### config.mk
export PLATFORM = sky130hd
export DESIGN_NAME = k_way_sorted_merge_top
export DESIGN_NICKNAME = d
export VERILOG_FILES = /design/src/rtl/kwm_pkg.sv /design/src/rtl/kwm_list.sv /design/src/rtl/k_way_sorted_merge_top.sv
export SDC_FILE = /design/constraint.sdc
export NUM_CORES = 1
export LEC_CHECK = 0
export BUFFER_PORTS_ARGS = -buffer_cell sky130_fd_sc_hd__buf_2
export CORE_MARGIN = 2
export CORE_UTILIZATION = 56
export CTS_CLUSTER_SIZE = 28
export DETAILED_ROUTE_END_ITERATION = 10
export HOLD_SLACK_MARGIN = 0.1
export PLACE_DENSITY = 0.8
export RECOVER_POWER = 100
export SLEW_MARGIN = 20
export SYNTH_ARGS = -nofsm -noshare
export SYNTH_HDL_FRONTEND = slang
export SYNTH_SLANG_ARGS = --single-unit
### constraint.sdc
create_clock -name i_clk -period 6 [get_ports i_clk]
set_input_delay 1.2 -clock i_clk [delete_from_list [all_inputs] [get_ports i_clk]]
set_output_delay 1.2 -clock i_clk [all_outputs]
set_load 0.05 [all_outputs]
### src/rtl/kwm_pkg.sv
package kwm_pkg;

    localparam int NUM_LISTS_DEF   = 4;
    localparam int LIST_DEPTH_DEF  = 16;
    localparam int VALUE_WIDTH_DEF = 16;

    typedef enum logic [1:0] {
        KIND_PUSH  = 2'd0,
        KIND_POP   = 2'd1,
        KIND_CLEAR = 2'd2
    } t_kind;

    typedef enum logic [1:0] {
        ST_OK    = 2'd0,
        ST_FULL  = 2'd1,
        ST_EMPTY = 2'd2
    } t_status;

    typedef struct packed {
        logic push;
        logic pop;
        logic clear;
    } t_list_ctl;

    typedef struct packed {
        logic full;
        logic empty;
    } t_list_sts;

endpackage

### src/rtl/kwm_list.sv
module kwm_list #(
    parameter int LIST_DEPTH  = kwm_pkg::LIST_DEPTH_DEF,
    parameter int VALUE_WIDTH = kwm_pkg::VALUE_WIDTH_DEF
) (
    input  logic                   i_clk,
    input  logic                   i_rst_n,
    input  kwm_pkg::t_list_ctl     i_ctl,
    input  logic [VALUE_WIDTH-1:0] i_value,
    output kwm_pkg::t_list_sts     o_sts,
    output logic [VALUE_WIDTH-1:0] o_head
);
    import kwm_pkg::*;

    localparam int AW = $clog2(LIST_DEPTH);
    localparam logic [AW-1:0] LAST_IDX = AW'(LIST_DEPTH - 1);

    logic [VALUE_WIDTH-1:0] r_mem [LIST_DEPTH];
    logic [VALUE_WIDTH-1:0] r_head;
    logic [AW-1:0]          r_wr_idx, n_wr_idx;
    logic                   r_wr_wrap, n_wr_wrap;
    logic [AW-1:0]          r_rd_idx, n_rd_idx;
    logic                   r_rd_wrap, n_rd_wrap;
    logic                   wr_en;

    assign wr_en = i_ctl.push & ~i_ctl.clear;

    always_comb begin
        n_wr_idx  = r_wr_idx;
        n_wr_wrap = r_wr_wrap;
        n_rd_idx  = r_rd_idx;
        n_rd_wrap = r_rd_wrap;
        if (i_ctl.clear) begin
            n_wr_idx  = '0;
            n_wr_wrap = 1'b0;
            n_rd_idx  = '0;
            n_rd_wrap = 1'b0;
        end else begin
            if (i_ctl.push) begin
                if (r_wr_idx == LAST_IDX) begin
                    n_wr_idx  = '0;
                    n_wr_wrap = ~r_wr_wrap;
                end else begin
                    n_wr_idx = r_wr_idx + 1'b1;
                end
            end
            if (i_ctl.pop) begin
                if (r_rd_idx == LAST_IDX) begin
                    n_rd_idx  = '0;
                    n_rd_wrap = ~r_rd_wrap;
                end else begin
                    n_rd_idx = r_rd_idx + 1'b1;
                end
            end
        end
    end

    always_ff @(posedge i_clk) begin
        if (!i_rst_n) begin
            r_wr_idx  <= '0;
            r_wr_wrap <= 1'b0;
            r_rd_idx  <= '0;
            r_rd_wrap <= 1'b0;
        end else begin
            r_wr_idx  <= n_wr_idx;
            r_wr_wrap <= n_wr_wrap;
            r_rd_idx  <= n_rd_idx;
            r_rd_wrap <= n_rd_wrap;
        end
    end

    // head always mirrors the entry at the read pointer; bypass a write to it
    always_ff @(posedge i_clk) begin
        if (wr_en) begin
            r_mem[r_wr_idx] <= i_value;
        end
        if (wr_en && (r_wr_idx == n_rd_idx)) begin
            r_head <= i_value;
        end else begin
            r_head <= r_mem[n_rd_idx];
        end
    end

    assign o_sts.full  = (r_wr_idx == r_rd_idx) && (r_wr_wrap != r_rd_wrap);
    assign o_sts.empty = (r_wr_idx == r_rd_idx) && (r_wr_wrap == r_rd_wrap);
    assign o_head      = r_head;

endmodule

### src/rtl/k_way_sorted_merge_top.sv
// K-way merge of sorted lists.
// Command channel: drive i_kind, i_list_select and i_element_value with
// start high; the command transfers at a rising edge where busy is low.
// busy stays low, so one command transfers in every cycle.
// Commands: push appends a value to the named list, pop removes the
// smallest head over all non-empty lists (lower list wins ties), clear
// empties every list.
// Every command gives exactly one result, shown on o_result_value,
// o_source_list and o_status for a single cycle with o_strobe high, in the
// cycle after the command transfers (throughput 1 per cycle).
// Heads are kept in per-list registers that follow each list's memory
// read port, so a pop is a compare tree over the heads and one register.
// Status: ok, push refused because the list is full or does not exist,
// or pop with all lists empty. Value and source are zero unless a pop
// succeeds.
// Reset empties all lists and drops any pending strobe; list contents
// are not cleared. The receiver cannot stall: each result must be taken
// in the cycle it is shown.
module k_way_sorted_merge_top #(
    parameter int NUM_LISTS   = kwm_pkg::NUM_LISTS_DEF,
    parameter int LIST_DEPTH  = kwm_pkg::LIST_DEPTH_DEF,
    parameter int VALUE_WIDTH = kwm_pkg::VALUE_WIDTH_DEF
) (
    input  logic                                 i_clk,
    input  logic                                 i_rst_n,
    input  logic                                 start,
    output logic                                 busy,
    input  logic [1:0]                           i_kind,
    input  logic [$clog2(NUM_LISTS)-1:0]         i_list_select,
    input  logic signed [VALUE_WIDTH-1:0]        i_element_value,
    output logic                                 o_strobe,
    output logic signed [VALUE_WIDTH-1:0]        o_result_value,
    output logic [$clog2(NUM_LISTS)-1:0]         o_source_list,
    output kwm_pkg::t_status                     o_status
);
    import kwm_pkg::*;

    localparam int SEL_W = $clog2(NUM_LISTS);
    localparam int LEAVES = 1 << SEL_W;
    localparam int NODES  = 2 * LEAVES - 1;

    t_list_ctl                 list_ctl  [NUM_LISTS];
    t_list_sts                 list_sts  [NUM_LISTS];
    logic [VALUE_WIDTH-1:0]    list_head [NUM_LISTS];

    logic                      node_vld [NODES];
    logic signed [VALUE_WIDTH-1:0] node_key [NODES];
    logic [SEL_W-1:0]          node_idx [NODES];

    t_kind                     kind;
    logic                      accept;
    logic                      sel_full;
    logic                      sel_ok;

    logic                      r_strobe;
    logic signed [VALUE_WIDTH-1:0] r_value, n_value;
    logic [SEL_W-1:0]          r_source, n_source;
    t_status                   r_status, n_status;

    assign busy   = 1'b0;
    assign accept = start & ~busy;
    assign kind   = t_kind'(i_kind);
    assign sel_ok = ({1'b0, i_list_select} < (SEL_W + 1)'(NUM_LISTS));

    for (genvar g = 0; g < NUM_LISTS; g++) begin : g_list
        kwm_list #(
            .LIST_DEPTH  (LIST_DEPTH),
            .VALUE_WIDTH (VALUE_WIDTH)
        ) u_list (
            .i_clk   (i_clk),
            .i_rst_n (i_rst_n),
            .i_ctl   (list_ctl[g]),
            .i_value (i_element_value),
            .o_sts   (list_sts[g]),
            .o_head  (list_head[g])
        );
    end

    // tournament over the heads; left subtree holds the lower lists
    always_comb begin
        for (int i = 0; i < LEAVES; i++) begin
            if (i < NUM_LISTS) begin
                node_vld[LEAVES-1+i] = ~list_sts[i].empty;
                node_key[LEAVES-1+i] = list_head[i];
            end else begin
                node_vld[LEAVES-1+i] = 1'b0;
                node_key[LEAVES-1+i] = '0;
            end
            node_idx[LEAVES-1+i] = SEL_W'(i);
        end
        for (int n = LEAVES - 2; n >= 0; n--) begin
            if (node_vld[2*n+1] &&
                (!node_vld[2*n+2] || (node_key[2*n+1] <= node_key[2*n+2]))) begin
                node_vld[n] = 1'b1;
                node_key[n] = node_key[2*n+1];
                node_idx[n] = node_idx[2*n+1];
            end else begin
                node_vld[n] = node_vld[2*n+2];
                node_key[n] = node_key[2*n+2];
                node_idx[n] = node_idx[2*n+2];
            end
        end
    end

    always_comb begin
        sel_full = 1'b0;
        for (int i = 0; i < NUM_LISTS; i++) begin
            if (i_list_select == SEL_W'(i)) begin
                sel_full = list_sts[i].full;
            end
        end
    end

    always_comb begin
        n_value  = '0;
        n_source = '0;
        n_status = ST_OK;
        for (int i = 0; i < NUM_LISTS; i++) begin
            list_ctl[i] = '0;
        end
        if (accept) begin
            case (kind)
                KIND_PUSH: begin
                    if (!sel_ok || sel_full) begin
                        n_status = ST_FULL;
                    end else begin
                        for (int i = 0; i < NUM_LISTS; i++) begin
                            list_ctl[i].push = (i_list_select == SEL_W'(i));
                        end
                    end
                end
                KIND_POP: begin
                    if (!node_vld[0]) begin
                        n_status = ST_EMPTY;
                    end else begin
                        n_value  = node_key[0];
                        n_source = node_idx[0];
                        for (int i = 0; i < NUM_LISTS; i++) begin
                            list_ctl[i].pop = (node_idx[0] == SEL_W'(i));
                        end
                    end
                end
                KIND_CLEAR: begin
                    for (int i = 0; i < NUM_LISTS; i++) begin
                        list_ctl[i].clear = 1'b1;
                    end
                end
                default: begin
                end
            endcase
        end
    end

    always_ff @(posedge i_clk) begin
        if (!i_rst_n) begin
            r_strobe <= 1'b0;
        end else begin
            r_strobe <= accept;
        end
    end

    always_ff @(posedge i_clk) begin
        r_value  <= n_value;
        r_source <= n_source;
        r_status <= n_status;
    end

    assign o_strobe       = r_strobe;
    assign o_result_value = r_value;
    assign o_source_list  = r_source;
    assign o_status       = r_status;

endmodule
==> results of run 1 <==
-- power groups by stage --
stage               Combinational, mW  Clock, mW  Sequential [mW]
floorplan                       0.111          0             8.56
global placement                0.280          0             8.56
detailed placement              0.297          0             8.56
CTS                             0.306       7.29             8.39
global route                    0.362       7.56             8.41
finish                          0.343       7.22             8.41
-- per-layer routing --
metal | up-vias | global-route usage
li1 | 9330 | -
met1 | 12130 | 0.3606
met2 | 1433 | 0.4375
met3 | 289 | 0.07006
met4 | 2 | 0.09329
met5 | - | 0
-- how the worst max path moves through the flow --
stage | slack (ns) | depth (start not counted) | end
after CTS | -0.004 | 21 | o_result_value[13]
final | -0.17 | 23 | flop
after global placement | -0.24 | 20 | flop
after global routing | -0.35 | 23 | flop
after detailed placement | -0.32 | 20 | flop
after floorplan | 0.005 | 21 | g_list[1].u_list.r_rd_idx[3]
-- final cells by class --
| cell class | instances | area (um2) | share of cell area |
|---|---|---|---|
| tap | 1040 | 1301 | 0.02520 |
| sequential | 1101 | 32310 | 0.6258 |
| inverter | 46 | 172.7 | 0.003344 |
| clock inverter | 75 | 968.4 | 0.01876 |
| clock buffer | 127 | 2855 | 0.05530 |
| multi-input combinational | 875 | 11990 | 0.2323 |
| antenna | 4 | 10.01 | 0.0001939 |
| timing repair buffer | 248 | 2019 | 0.03911 |
-- registers in the layout (all words and copies together), names as in the netlist, named ones only --
| signal | count |
|---|---|
| g_list.u_list.r_mem | 1024 |
| g_list.u_list.r_rd_idx | 16 |
| g_list.u_list.r_wr_idx | 16 |
| o_result_value | 16 |
| g_list.u_list.r_rd_wrap | 4 |
| g_list.u_list.r_wr_wrap | 4 |
| o_source_list | 2 |
| o_status | 2 |
| o_strobe | 1 |
-- cell usage after synthesis (3+ instances only) --
master	count	area, um2
edfxtp_1	1024	30750
mux4_2	320	7207
nand2_1	78	292.8
dfxtp_1	77	1541
nor2_1	76	285.3
ha_1	68	850.8
clkbuf_1	57	214.0
inv_1	46	172.7
mux2i_1	41	410.4
a21oi_1	36	180.2
buf_2	29	145.1
nand2b_1	24	150.1
xor2_1	20	175.2
nor3_1	19	95.09
nand3_1	18	90.09
nand4_1	17	106.4
o2bb2ai_1	17	148.9
mux2_2	16	180.2
buf_1	13	48.80
o21ai_0	12	60.06
nor4_1	9	56.30
and4_1	8	70.07
xnor2_1	8	70.07
mux2i_2	7	96.34
nor2b_1	6	37.54
a31oi_1	5	31.28
o22ai_1	5	31.28
or4_1	5	37.54
a211o_1	3	26.28
a211oi_1	3	22.52
a21boi_0	3	22.52
a32o_1	3	30.03
nor4_2	3	37.54
o211ai_1	3	22.52
or3_1	3	18.77
-- critical path, cell delays in order, from the launching register on --
cell	delay, ns
dfxtp_4	0.42
buf_6	0.13
buf_12	0.13
buf_4	0.12
mux4_2	0.52
mux4_2	0.61
ha_4	0.32
and4_2	0.27
and4b_1	0.25
a211oi_2	0.05
nand4_1	0.27
buf_4	0.17
o211a_4	0.21
mux2_2	0.39
ha_1	0.29
nand4_1	0.18
nor2_1	0.09
a221o_1	0.39
o31a_1	0.32
o21ai_4	0.27
buf_6	0.15
nand3_1	0.10
buf_6	0.17
mux2i_4	0.19
-- metrics by stage --
stage	util	hold WS, ns	cell area, um2
after floorplan	-	0.4552	44110
after CTS	0.6535	0.4913	50790
after detailed placement	0.6012	0.4823	46730
final	0.6643	0.4866	51630
after global placement	0.6012	0.4656	46730
after global routing	0.6642	0.5312	51620
-- timing repair --
item	in CTS	in global routing
gates cloned	2	3
endpoints found under the setup margin	47	54
buffers inserted	8	50
pin swaps	6	38
resized for setup	26	137
-- cells by family (layout without fill, tap and decap cells) --
group | Yosys count | after routing | share of synthesized area
compound gates | 109 | 110 | 0.01702
xor+xnor | 29 | 29 | 0.005929
fa+ha+maj | 68 | 68 | 0.01929
buf+inv | 148 | 496 | 0.01384
flops | 1101 | 1101 | 0.7321
mux | 384 | 384 | 0.1790
other cells | 1 | 5 | 0.00008502
simple gates | 283 | 283 | 0.03271
==> flow_metrics.tcl, run 1 <==
set metrics [dict create \
    outcome "finished with violations" \
    failed_checks "capacitance limit, slew limit, setup timing" \
    ys_seq_area_frac 0.7321 \
    min_to "g_list[2].u_list.r_rd_wrap" \
    worstRegToRegCells 23 \
    synth_edf_count 1024 \
    yosysUniqueCellTypes 68 \
    p_seq_frac 0.527 \
    grt_antenna_before_repair 7 \
    initial_utilization 0.5675 \
    clk_latency_ns 0.68 \
    fin_tns_setup_ns -4.086 \
    cts.sinks 1101 \
    gp_congestion 0.9427 \
    ys.flop_type "edfxtp_1" \
    relSlewSlack -1.275 \
    dieHeight_um 284.6 \
    power_frac_clock 0.452 \
    mostFrequentLayoutCells "edfxtp_1 (1024), mux4_2 (320), clkbuf_16 (111)" \
    ctsHoldBuffers 0 \
    drt-total-wl_um 111800 \
    dr.pass1.iters 5 \
    drive_gt1_frac 0.3151 \
    hpwlAfterDp_um 63080 \
    met2_length_um 55380 \
    ir_drop_mv 0.2926 \
    total_leakage_power_nw 16.15 \
    drtIter0Drc 3177 \
    min_from "g_list[2].u_list.r_rd_wrap" \
    critical_path_class "reg2reg" \
    final_antenna_net_count 0 \
    syn_to_final_growth_pct 17.06 \
    yosys_warnings 0 \
    via_per_inst 6.593 \
    grt_pass1_vias 23190 \
    core_um2 77720 \
    cts.clk_slew.worst_paths_ns 0.07 \
    clk_path_buf_depth 3 \
    ys_async_sr_fraction 0 \
    routed-via-count 23180 \
    pre_cts_ws_ns -0.3246 \
    switching_share 0.1972 \
    num_rows 102 \
    ios 45 \
    critPathRequiredTime_ns 6.54 \
    dp_cells 3245 \
    rsz0062_at_grt "true" \
    maxUsedRoutingLayer "met5" \
    final_cells 3516 \
    tightest_slew_ns 3.412 \
    syn_area_um2 44100 \
    nFillCells 4729 \
    syn_avg_cell_area_um2 20.77 \
    reg2reg_slack_ns -0.17 \
    finalMaxSlewViolations 1204 \
    wl_met3_um 11860 \
    post-route-period-util 1.029 \
    internal-power_mw 12.82 \
    endpoint_kind "flop" \
    grt_first_pass_wirelength_um 157500 \
    worst_slack_ns -0.1742 \
    hold_viol_final 0 \
    power_mw 15.97 \
    nets 2469 \
    p_comb_frac 0.021 \
    die_area_um2 81020 \
    arrival_ns 6.71 \
    drc_errors 0 \
    power_density_nw_per_um2 309.3 \
    synth_fp_nets 2214 \
    min_period_ns 6.174 \
    die_x_um 284.6 \
    synth.ff_latch_count 1101 \
    finalSetupViolCount 50 \
    whs_path_depth 2 \
    fin_worst_skew_ns 0.02554 \
    clockRootBuffer "clkbuf_16" \
    grt.total_usage 0.2704 \
    grt_overflow 0 \
    final_common_cell "edfxtp_1" \
    drv_cap 27 \
    cts_tree "built" \
    h-tree-depth 3 \
    synth_cells 2123 \
    hold_path.class "reg2reg" \
    timing.fmax_mhz 162.0 \
    start_kind "flop" \
    grt_max_degree 65 \
    cp_max_fo 8 \
    m1WireLength_um 39900 \
    io_buffers 43 \
    numCtsBuffers 106 \
    p_switching_mw 3.148 \
    wl_per_cell_um 31.79 \
]
No activity file was read; power rests on OpenSTA's default activity.
==> run 2: changes to the inputs <==
- TNS_END_PERCENT: default -> 1
==> flow_metrics.tcl, run 2 (synthesis gave the netlist of run 1 again) <==
set metrics [dict create \
    ctsHoldBuffers 0 \
    die_area_um2 81020 \
    cp_max_fo 15 \
    final_antenna_net_count 0 \
    hold_viol_final 0 \
    total_leakage_power_nw 16.09 \
    critical_path_class "reg2reg" \
    grt_overflow 0 \
    dr.pass1.iters 7 \
    largest_reg_flops 1024 \
    nFillCells 4775 \
    io_buffers 43 \
    grt.total_usage 0.2699 \
    cts.clk_slew.worst_paths_ns 0.06 \
    tightest_slew_ns 3.400 \
    endpoint_kind "flop" \
    power_frac_clock 0.452 \
    clockRootBuffer "clkbuf_16" \
    finalMaxSlewViolations 1213 \
    p_comb_frac 0.021 \
    num_rows 102 \
    start_kind "flop" \
    via_per_inst 6.573 \
    min_period_ns 6.220 \
    cts.sinks 1101 \
    syn_to_final_growth_pct 16.67 \
    core_um2 77720 \
    final_common_cell "edfxtp_1" \
    grt_pass1_vias 23120 \
    gp_congestion 0.9427 \
    outcome "finished with violations" \
    drtIter0Drc 2977 \
    clk_path_buf_depth 3 \
    p_seq_frac 0.527 \
    nets 2457 \
    cts_tree "built" \
    ios 45 \
    timing.fmax_mhz 160.8 \
    postLayoutCellArea_um2 51460 \
    routed-via-count 23030 \
    p_switching_mw 3.132 \
    post-route-period-util 1.037 \
    drc_errors 0 \
    hold_path.class "reg2reg" \
    grt_max_degree 65 \
    ir_drop_mv 0.2903 \
    wl_per_cell_um 31.56 \
    h-tree-depth 3 \
    relSlewSlack -1.267 \
    top_register "g_list.u_list.r_mem" \
    post_dp_cell_area_um2 46730 \
    fin_worst_skew_ns 0.03018 \
    power_density_nw_per_um2 310.0 \
    drive_gt1_frac 0.3081 \
    drv_cap 29 \
    worst_slack_ns -0.2196 \
    final_util 0.6620 \
    hpwlAfterDp_um 63080 \
    drt-total-wl_um 110600 \
    multi_input_area_um2 11880 \
    arrival_ns 6.73 \
    numCtsBuffers 106 \
    die_x_um 284.6 \
    clk_latency_ns 0.68 \
    initial_utilization 0.5675 \
    switching_share 0.1964 \
    seqCellArea_um2 32310 \
    mostFrequentLayoutCells "edfxtp_1 (1024), mux4_2 (320), clkbuf_16 (112)" \
    grt_first_pass_wirelength_um 157200 \
    failed_checks "capacitance limit, slew limit, setup timing" \
    finalSetupViolCount 46 \
    dieHeight_um 284.6 \
    pre_cts_ws_ns -0.3246 \
    internal-power_mw 12.82 \
    grt_antenna_before_repair 9 \
    rsz0062_at_grt "true" \
    critPathRequiredTime_ns 6.51 \
]
[run 2: cell types whose count changed in the layout (fill, tap and decap cells not counted), sizes merged]
cell	delta
clkbuf	+2
diode	-1
buf	-14
[run 2: power by group through the flow]
stage          Clock (mW)  Sequential, mW  Combinational, mW
6_report             7.20            8.41              0.338
4_1_cts              7.29            8.39              0.302
3_5_place_dp            0            8.56              0.297
2_1_floorplan           0            8.56              0.111
5_1_grt              7.56            8.41              0.357
3_3_place_gp            0            8.56              0.280
[run 2: through the flow]
| stage | power, mW | hold WS (ns) | setup TNS [ns] | cells |
|---|---|---|---|---|
| final | 15.95 | 0.4894 | -3.869 | 3503 |
| after global routing | 16.32 | 0.5311 | -11.35 | 3500 |
| after CTS | 15.98 | 0.4913 | -0.2115 | 3449 |
| after detailed placement | 8.856 | 0.4823 | -4.903 | 3245 |
| after global placement | 8.837 | 0.4656 | -0.9375 | 3245 |
| after floorplan | 8.675 | 0.4552 | 0 | 2123 |
[run 2: worst max-delay path, stage by stage, from the launching register on]
cell,delay (ns)
dfxtp_4,0.38
buf_12,0.14
buf_12,0.13
mux4_2,0.56
mux4_2,0.63
inv_1,0.15
ha_4,0.22
nand4_1,0.19
nor4_2,0.10
a211oi_2,0.19
or4b_4,0.48
and3_4,0.22
buf_4,0.14
mux2i_1,0.13
buf_4,0.16
ha_4,0.26
nand4_1,0.17
buf_4,0.22
buf_4,0.13
a2111o_1,0.34
a311oi_2,0.33
nor3_2,0.11
buf_4,0.22
o2bb2ai_1,0.41
[run 2: timing repair]
| item | in CTS | in global routing |
|---|---|---|
| buffers inserted | 1 | 44 |
| pin swaps | 4 | 38 |
| resized for setup | 19 | 124 |
| cloned | 1 | 4 |
| setup endpoints to repair | 47 | 54 |
[run 2: routing by layer]
metal  share of wire  global-route usage  wire length (um)  vias up
met5         0.00034                   0                38        -
met4           0.039             0.09697              4366        6
met3            0.10             0.06292             11570      258
met2            0.50              0.4348             54940     1369
met1            0.36              0.3651             39640    12090
li1                -                   -                 -     9306
[run 2: layout make-up]
type | count | area share
Sequential cell | 1101 | 0.6279
Multi-Input combinational cell | 875 | 0.2309
Clock buffer | 127 | 0.05549
Timing Repair Buffer | 236 | 0.03810
Tap cell | 1040 | 0.02529
Clock inverter | 75 | 0.01882
Inverter | 46 | 0.003356
Antenna cell | 3 | 0.0001459
[run 2: worst paths after layout]
check / from / end / slack [ns] / cells after the start
hold / removal: g_list[2].u_list.r_rd_wrap / g_list[2].u_list.r_rd_wrap / 0.49 / 2
hold reg to reg: g_list[2].u_list.r_rd_wrap / g_list[2].u_list.r_rd_wrap / 0.49 / 2
setup / recovery: flop / o_result_value[5] / -0.22 / 23
setup reg to reg: flop / o_result_value[5] / -0.22 / 23
